### src/design/differential_drive_odometry_unit_macros.svh
// ----------------------------------------------------------------------------
// Odometry assertion macros
// Concurrent assertion shorthands on clk with rst_n as the disable condition.
// ----------------------------------------------------------------------------
`ifndef DIFFERENTIAL_DRIVE_ODOMETRY_UNIT_MACROS_SVH
`define DIFFERENTIAL_DRIVE_ODOMETRY_UNIT_MACROS_SVH

`ifndef ASSERT_OFF

`define DDO_ASSERT_SAME(lbl, ante, cons) \
  lbl: assert property (@(posedge clk) disable iff (!rst_n) (ante) |-> (cons)) \
    else $error("odometry assertion failed");

`define DDO_ASSERT_NEXT(lbl, ante, cons) \
  lbl: assert property (@(posedge clk) disable iff (!rst_n) (ante) |=> (cons)) \
    else $error("odometry assertion failed");

`else

`define DDO_ASSERT_SAME(lbl, ante, cons)

`define DDO_ASSERT_NEXT(lbl, ante, cons)

`endif

`endif

### src/design/ddo_pkg.sv
// ----------------------------------------------------------------------------
// Odometry package
// Shared constants, register map and CORDIC angle table.
// ----------------------------------------------------------------------------
`timescale 1ns / 1ps

package ddo_pkg;

  localparam int CORDIC_STEPS     = 16;
  localparam int ANGLE_TABLE_SIZE = 24;
  localparam int ITER_W           = $clog2(ANGLE_TABLE_SIZE);
  localparam logic [ITER_W-1:0] ITER_LAST = ITER_W'(CORDIC_STEPS - 1);

  localparam int GAIN_W     = 24;
  localparam int CFG_ADDR_W = 3;
  localparam int CFG_IDX_LSB = 2;
  localparam logic [0:0] REG_ANGLE_GAIN = 1'b0;
  localparam logic [GAIN_W-1:0] ANGLE_GAIN_RESET = 24'd8901;

  localparam logic signed [30:0] GAIN_INV_Q30 = 31'sd652032874;
  localparam logic signed [63:0] ROUND_BIAS   = 64'sd274877906944;

  function automatic logic signed [32:0] atan_turns(input logic [ITER_W-1:0] idx);
    logic signed [32:0] v;
    case (idx)
      5'd0:    v = 33'sd536870912;
      5'd1:    v = 33'sd316933406;
      5'd2:    v = 33'sd167458907;
      5'd3:    v = 33'sd85004756;
      5'd4:    v = 33'sd42667331;
      5'd5:    v = 33'sd21354465;
      5'd6:    v = 33'sd10679838;
      5'd7:    v = 33'sd5340245;
      5'd8:    v = 33'sd2670163;
      5'd9:    v = 33'sd1335087;
      5'd10:   v = 33'sd667544;
      5'd11:   v = 33'sd333772;
      5'd12:   v = 33'sd166886;
      5'd13:   v = 33'sd83443;
      5'd14:   v = 33'sd41722;
      5'd15:   v = 33'sd20861;
      5'd16:   v = 33'sd10430;
      5'd17:   v = 33'sd5215;
      5'd18:   v = 33'sd2608;
      5'd19:   v = 33'sd1304;
      5'd20:   v = 33'sd652;
      5'd21:   v = 33'sd326;
      5'd22:   v = 33'sd163;
      5'd23:   v = 33'sd81;
      default: v = 33'sd0;
    endcase
    return v;
  endfunction

endpackage

### src/design/ddo_cfg_regs.sv
// ----------------------------------------------------------------------------
// Odometry configuration registers
// APB register file holding the reciprocal wheel-base gain.
// ----------------------------------------------------------------------------
`timescale 1ns / 1ps

module ddo_cfg_regs (
  input  logic                          clk,
  input  logic                          rst_n,
  input  logic                          psel,
  input  logic                          penable,
  input  logic                          pwrite,
  input  logic [ddo_pkg::CFG_ADDR_W-1:0] paddr,
  input  logic [31:0]                   pwdata,
  output logic [31:0]                   prdata,
  output logic                          pready,
  output logic [ddo_pkg::GAIN_W-1:0]    angle_gain
);
  import ddo_pkg::*;

  logic [GAIN_W-1:0] gain_r;
  logic [GAIN_W-1:0] gain_nxt;
  logic              wr_en;
  logic [0:0]        reg_idx;

  assign reg_idx = paddr[CFG_IDX_LSB];
  assign wr_en   = psel && penable && pwrite;
  assign pready  = 1'b1;

  always_comb begin
    gain_nxt = gain_r;
    if (wr_en && reg_idx == REG_ANGLE_GAIN) begin
      gain_nxt = pwdata[GAIN_W-1:0];
    end
  end

  always_ff @(posedge clk) begin
    if (!rst_n) begin
      gain_r <= ANGLE_GAIN_RESET;
    end else begin
      gain_r <= gain_nxt;
    end
  end

  always_comb begin
    case (reg_idx)
      REG_ANGLE_GAIN: prdata = {{(32-GAIN_W){1'b0}}, gain_r};
      default:        prdata = '0;
    endcase
  end

  assign angle_gain = gain_r;

endmodule

### config.mk
export PLATFORM = sky130hd
export DESIGN_NAME = ddo_cfg_regs
export DESIGN_NICKNAME = d
export VERILOG_FILES = /design/src/design/differential_drive_odometry_unit_macros.svh /design/src/design/ddo_pkg.sv /design/src/design/ddo_cfg_regs.sv
export SDC_FILE = /design/constraint.sdc
export NUM_CORES = 1
export LEC_CHECK = 0
export ABC_AREA = 1
export BUFFER_PORTS_ARGS = -buffer_cell sky130_fd_sc_hd__buf_2
export CAP_MARGIN = 5
export CORE_MARGIN = 2
export CORE_UTILIZATION = 36
export DETAILED_ROUTE_END_ITERATION = 7
export PLACE_DENSITY_LB_ADDON = 0.05
export SLEW_MARGIN = 20
export SYNTH_ARGS = -nofsm -noshare
export SYNTH_HDL_FRONTEND = slang
export SYNTH_SLANG_ARGS = --single-unit
### constraint.sdc
create_clock -name clk -period 0.99 [get_ports clk]
set_clock_uncertainty 0.15 [all_clocks]
set_input_delay 0.099 -clock clk [delete_from_list [all_inputs] [get_ports clk]]
set_output_delay 0.099 -clock clk [all_outputs]
set_load 0.05 [all_outputs]
## Word level (Yosys, flattened, before mapping)

Index checks and enable logic that the tools add are counted.
W data, S select, Z words.

- Reduce and logical (&&, ||, !) cells: 3
- Multiplexer cells: 1
- Div/mod/pow operators: 0
- Equal/unequal tests: 0
- $lt $le $gt $ge: 0
- Add/subtract/negate cells: 0
- Shifts and indexed selects: 0
- $mul: 0
- Bitwise logic cells: 1

Operators with widths:

| kind | count |
|---|---|
| $mux W24 | 1 |
| $logic_and A1 B1 Y1 | 3 |
| $not A1 Y1 | 1 |

- Memory bits (writable): 0
- Output and inout bits: 57
- Memories kept: 0
- Bits in latches: 0
- Register bits: 24
- Logic and storage cells: 6
- ROM bits: 0

## Longest topological paths before layout

Gate-level depths: netlist (run 1).

- Depth in word-level cells: 3
- Gate-level depth with buffers: 7
- Gate-level depth less buffers: 5

## Worst setup path before layout (run 1)

Ideal clock, no wire load.

- Path type: flip-flop to output port
- From: register gain_r[10], in the netlist angle_gain[10]
- To: output port prdata[10]
- Stages on the path, launching flop included: 3
- Setup slack: -0.623 ns
- Path buffers: 0
- Arrival: 1.364 ns
- Data required time: 0.741 ns
- Cells stage by stage: dfxtp_1 inv_1 nor2_1

- Cells in the longest elaborated chain, start to end: 1

Ends and longest elaborated chain:

| element | RTL line | source |
|---|---|---|
| start, declared | ddo_cfg_regs.sv:21 | `logic [GAIN_W-1:0] gain_r;` |
| start signal, assigned | ddo_cfg_regs.sv:41 | `gain_r <= gain_nxt;` |
| $mux W24 | ddo_cfg_regs.sv:46 | `case (reg_idx)` |
| end, declared | ddo_cfg_regs.sv:15 | `output logic [31:0] prdata,` |

No other way between the ends.

## Final worst setup path (run 1)

- From: register gain_r[15], in the netlist angle_gain[15]
- To: output port prdata[15]

The elaborated chain is that of the path after synthesis.

==> impl_metrics.toml, run 1 <==
[status]
status = "finished, violations left"
violations = "negative setup slack"

[sta]
fmaxAchievable_mhz = 781.1
finalHoldViolCount = 0
finalCriticalPeriod_ps = 1280
timing.final.ws_setup_ps = -290.2
post-route-period-util_pct = 129.3
slew_viol_final = 0
rsz0062_at_grt = "true"
whs_ps = 116.7
setup_viol = 48
setup_tns_ps = -9607

[final_layout]
final_cell_mix = "36 x nor2_1, 31 x nand2_1, 28 x buf_2, 28 x buf_8, 27 x buf_6"
nFillCells = 199
largest_reg_flops = 24
fin_nets = 362
final-instance-count-excl-fill = 367
mostFrequentLayoutCell = "nor2_1"
seq_area_sq_um = 570.5
antenna_cells = 0
multi_input_area_sq_um = 719.4
drive_gt1_share_pct = 55.14
final_area_sq_um = 2874
syn_to_final_growth_pct = 121.9

[synth]
syn_inst = 208
synthMuxAreaShare_pct = 0
syn_area_sq_um = 1295
synth_xor_area_share_pct = 0
synth_seq_cells = 24
synth_top_family_by_area = "simple AND/OR/NAND/NOR gates"
synthTopCellsByArea = "dfxtp_1 37%, nor2_1 17%, inv_1 12%"
synthDistinctLibCells = 14
synth.largest_area_cell = "dfxtp_1"
synth_compound_area_share_pct = 0
ys_seq_area_share_pct = 37.10
syn_area_per_cell_sq_um = 6.226
synth_fa_ha_area_share_pct = 0
synth_top_area_share_pct = 37.10
yosysWarnings = 0
synthSimpleGateAreaFrac_pct = 39.03

[cts]
htreeDepth = 1
clkLatencyLatePin_ps = 320
clk_path_buf_depth = 2
clk_pin_slew_ps = 150
numClockSinks = 24
cts_buffers = 3
cts_tree = "built"
clockRootBuffer = "clkbuf_4"

[die]
die_h_microns = 63.98
die_w_microns = 63.98
io_pins = 97
core_area_sq_um = 3390
fp.dieArea_sq_um = 4093
rows = 21
initial_utilization_pct = 38.21

[worst_setup_path]
arrival_ps = 1030
path_max_fanout = 3
startpoint_type = "flip-flop"
critPathRequiredTime_ps = 740
reg2regPathDepth = 2
ff2ff_setup_slack_ps = 170
critical_path_class = "reg -> out"
worstReg2RegEnd = "angle_gain[7]$_SDFFE_PN1P_"
end_kind = "output port"
rr_startpoint = "angle_gain[7]$_SDFFE_PN1P_"

[grt]
antenna_found_initial = 0
grt_pass1_wl_mm = 6.844
grt_use_total_pct = 21.31
grt.overflow.total = 0
grt_pass1_vias = 1467
grt_max_degree = 25

[power_and_ir_drop]
power.density_nw_per_um2 = 948.7
peakVddDrop_uv = 502.4
leakage_nw = 1.381

[hold_path]
whs_path_depth = 6
hold_end = "angle_gain[23]$_SDFFE_PN0P_"
worstHoldPathType = "in -> reg"
min_from = "penable"

[placement]
dpl.cell_count = 330
portBuffers = 77
gp_congestion = 0.6665
dpl_cell_area_sq_um = 2052
dp.final_hpwl_mm = 2.491

[drt]
wl_per_cell_microns = 14.19
route.detailed.drc = 0
num_vias = 1638
antenna_left = 0
viasPerCell = 4.463
drt-total-wl_mm = 5.209
firstDrtPassIters = 4
drtIter0Drc = 114

[run]
maxCapViolCount = 0
metal layers:
layer	GRT usage (%)	share of wire [%]
met3	2.641	4.7
met5	0	0
met1	24.29	36
met2	41.80	59
met4	4.076	0.83
metrics by stage:
step / util, % / setup WS (ps) / total power, mW
after global placement: 60.54 / -45.19 / 1.743
after global routing: 84.79 / -333.5 / 2.834
after detailed placement: 60.54 / -67.06 / 1.750
final: 84.79 / -290.2 / 2.727
after floorplan: - / -30.14 / 1.589
after CTS: 77.70 / -239.6 / 2.626
repair_timing:
action                     CTS  global route
hold buffers                25             0
hold endpoints to repair    24             0
pin swaps                   24             3
gates resized for setup     90            46
setup buffers                0             7
cloned                       0             1
setup endpoints to repair   48            54
worst max-delay path by stage:
stage	startpoint	to	slack [ps]	cells past startpoint
3_3_place_gp	paddr[2]	prdata[0]	-50	4
5_1_grt	angle_gain[15]$_SDFFE_PN0P_	prdata[15]	-330	3
3_5_place_dp	paddr[2]	angle_gain[5]$_SDFFE_PN0P_	-70	7
4_1_cts	angle_gain[3]$_SDFFE_PN0P_	prdata[3]	-240	3
6_report	angle_gain[15]$_SDFFE_PN0P_	prdata[15]	-290	3
2_1_floorplan	angle_gain[10]$_SDFFE_PN0P_	prdata[10]	-30	2
critical path: stages, from the launching register on:
cell     delay, ps
dfxtp_4        400
inv_2           50
nor2_4          90
buf_6          160
report_power, final:
| group | switching, mW | internal, mW | total (mW) |
|---|---|---|---|
| clock | 0.315 | 0.409 | 0.725 |
| combinational | 0.588 | 0.409 | 0.997 |
| sequential | 0.0452 | 0.960 | 1.00 |
Yosys cell counts (all sizes together):
| cell type | n |
|---|---|
| nor2 | 62 |
| inv | 45 |
| nand2 | 33 |
| dfxtp | 24 |
| nand3 | 24 |
| buf | 14 |
| clkbuf | 4 |
| conb | 2 |
cell type report:
class | count | area share [%]
clock buffers | 3 | 0.7836
clock inverters | 1 | 1.045
inverters | 45 | 6.051
multi-input cells | 128 | 25.03
flip-flops and latches | 24 | 19.85
well taps | 46 | 2.003
repair buffers | 120 | 45.23
kinds of logic after synthesis:
logic type / count (synthesis)
other: 2
buffers and inverters: 63
and+or+nand+nor: 119
DFF: 24
Power figures use the tool's default switching activity.
==> run 2: changes to the inputs <==
--- a/config.mk
+++ b/config.mk
@@ -13,2 +13,3 @@
 export DETAILED_ROUTE_END_ITERATION = 7
+export HOLD_SLACK_MARGIN = 0.05
 export PLACE_DENSITY_LB_ADDON = 0.05
==> constraint.sdc (replaced) <==
create_clock -name clk -period 0.99 [get_ports clk]
set_clock_uncertainty 0.15 [all_clocks]
set_input_delay 0.0495 -clock clk [delete_from_list [all_inputs] [get_ports clk]]
set_output_delay 0.0495 -clock clk [all_outputs]
set_load 0.05 [all_outputs]
==> impl_metrics.toml, run 2 (same netlist as run 1, synthesis figures left out) <==
[drt]
firstDrtPassIters = 4
route.detailed.drc = 0
viasPerCell = 4.432
num_vias = 1640
drt-total-wl_mm = 4.791
antenna_left = 0
drtIter0Drc = 95
wl_per_cell_microns = 12.95

[worst_setup_path]
cp_num_buf_inv = 2
worstReg2RegEnd = "angle_gain[14]$_SDFFE_PN0P_"
critPathRequiredTime_ps = 790
cp_cell_sequence = "inv_2, nor2_4, buf_6"
slowest_stage = "dfxtp_4"
rr_startpoint = "angle_gain[14]$_SDFFE_PN0P_"
critical_path_class = "reg -> out"
ff2ff_setup_slack_ps = 110
path_max_fanout = 3
reg2regPathDepth = 3
startpoint_type = "flip-flop"
cp_top_family = "flip-flops"
end_kind = "output port"
crit_path_start = "angle_gain[15]$_SDFFE_PN0P_"
max_stage_delay_ps = 390
arrival_ps = 1000

[final_layout]
drive_gt1_share_pct = 55.25
seq_area_sq_um = 570.5
final_cell_mix = "36 x nor2_1, 31 x nand2_1, 29 x buf_2, 27 x buf_6, 26 x buf_8"
antenna_cells = 0
multi_input_area_sq_um = 719.4
final-instance-count-excl-fill = 370
syn_to_final_growth_pct = 117.4
fin_nets = 365
nFillCells = 205
final_area_sq_um = 2815
mostFrequentLayoutCell = "nor2_1"
largest_reg_flops = 24

[hold_path]
whs_path_depth = 5
worstHoldPathType = "in -> reg"
hold_end = "angle_gain[17]$_SDFFE_PN0P_"
min_from = "paddr[2]"

[grt]
grt.overflow.total = 0
grtUsageMet3_pct = 2.993
grtUsageMet2_pct = 39.45
grt_pass1_vias = 1458
grt_max_degree = 25
grt_use_total_pct = 20.32
grt.busiest_layer = "met2"
antenna_found_initial = 0
grt_pass1_wl_mm = 6.548
grt.met1_usage_pct = 23.14

[cts]
cts_buffers = 3
clk_path_buf_depth = 2
cts_tree = "built"
numClockSinks = 24
htreeDepth = 1
clockRootBuffer = "clkbuf_4"
clk_pin_slew_ps = 130
clkLatencyLatePin_ps = 300

[placement]
place_ws_ps = -84.75
dp.final_hpwl_mm = 2.444
portBuffers = 77
gp_congestion = 0.7222
dpl_cell_area_sq_um = 2019
dpl.cell_count = 329

[power_and_ir_drop]
leakage_nw = 1.358
peakVddDrop_uv = 543.0
finalPower_mw = 2.400
power.density_nw_per_um2 = 852.6

[sta]
slew_viol_final = 0
rsz0062_at_grt = "true"
timing.final.ws_setup_ps = -211.9
fmaxAchievable_mhz = 832.0
setup_tns_ps = -6777
finalHoldViolCount = 0
setup_viol = 48
finalCriticalPeriod_ps = 1202
post-route-period-util_pct = 121.4

[die]
die_w_microns = 63.98
fp.dieArea_sq_um = 4093
core_area_sq_um = 3390
die_h_microns = 63.98
io_pins = 97
rows = 21
initial_utilization_pct = 38.21

[run]
maxCapViolCount = 0

[status]
violations = "negative setup slack"
status = "finished, violations left"
==> run 2: cell count changes in the layout (fill, tap and decap cells not counted), sizes merged <==
| cell | change |
|---|---|
| buf | +4 |
| clkinv | +1 |
| clkbuf | -1 |
| dlygate4sd3 | +1 |
| dlymetal6s4s | -1 |
| bufinv | -1 |
==> run 2: worst max path at each step <==
stage / to / slack [ps] / cells after the start
2_1_floorplan: prdata[10] / 20 / 2
3_3_place_gp: angle_gain[7]$_SDFFE_PN1P_ / -60 / 5
3_5_place_dp: angle_gain[2]$_SDFFE_PN1P_ / -80 / 5
4_1_cts: prdata[22] / -180 / 3
5_1_grt: prdata[16] / -250 / 3
6_report: prdata[15] / -210 / 3
==> run 2: cell type report <==
type	instances	area share (%)
clock buffer	3	0.8000
clock inverter	1	0.1333
inverter	45	6.444
multi-input combinational	128	25.56
sequential	24	20.27
tap	46	2.044
timing repair buffer	123	44.76
==> run 2: routing by layer <==
metal | routed length (microns) | up-vias
li1 | - | 812
met2 | 2600 | 73
met4 | 80 | 0
met3 | 260 | 10
met1 | 1849 | 745
met5 | 0 | -
==> run 2: power breakdown <==
part / internal, mW / total [mW] / switching [mW]
Combinational: 0.390 / 0.969 / 0.579
Clock: 0.147 / 0.430 / 0.283
Sequential: 0.959 / 1.00 / 0.0427
Total: 1.50 / 2.40 / 0.905
==> run 2: tightest hold or removal path, delay by kind of cell <==
kind | cells | cell delay, ps
buf+inv | 1 | 140
simple gates | 4 | 270
==> run 2: repair_timing <==
action / CTS / global route
hold buffers: 25 / 0
endpoints found under the hold margin: 24 / 0
endpoints found under the setup margin: 48 / 48
buffers inserted: 1 / 11
resized for setup: 91 / 42
pin swaps: 24 / 2
==> run 2: through the flow <==
step                hold WS [ps]  utilization [%]
floorplan                  10.54                -
global placement           114.6            59.58
detailed placement         115.5            59.58
CTS                        21.37            76.30
global route               55.12            83.06
finish                     25.31            83.06
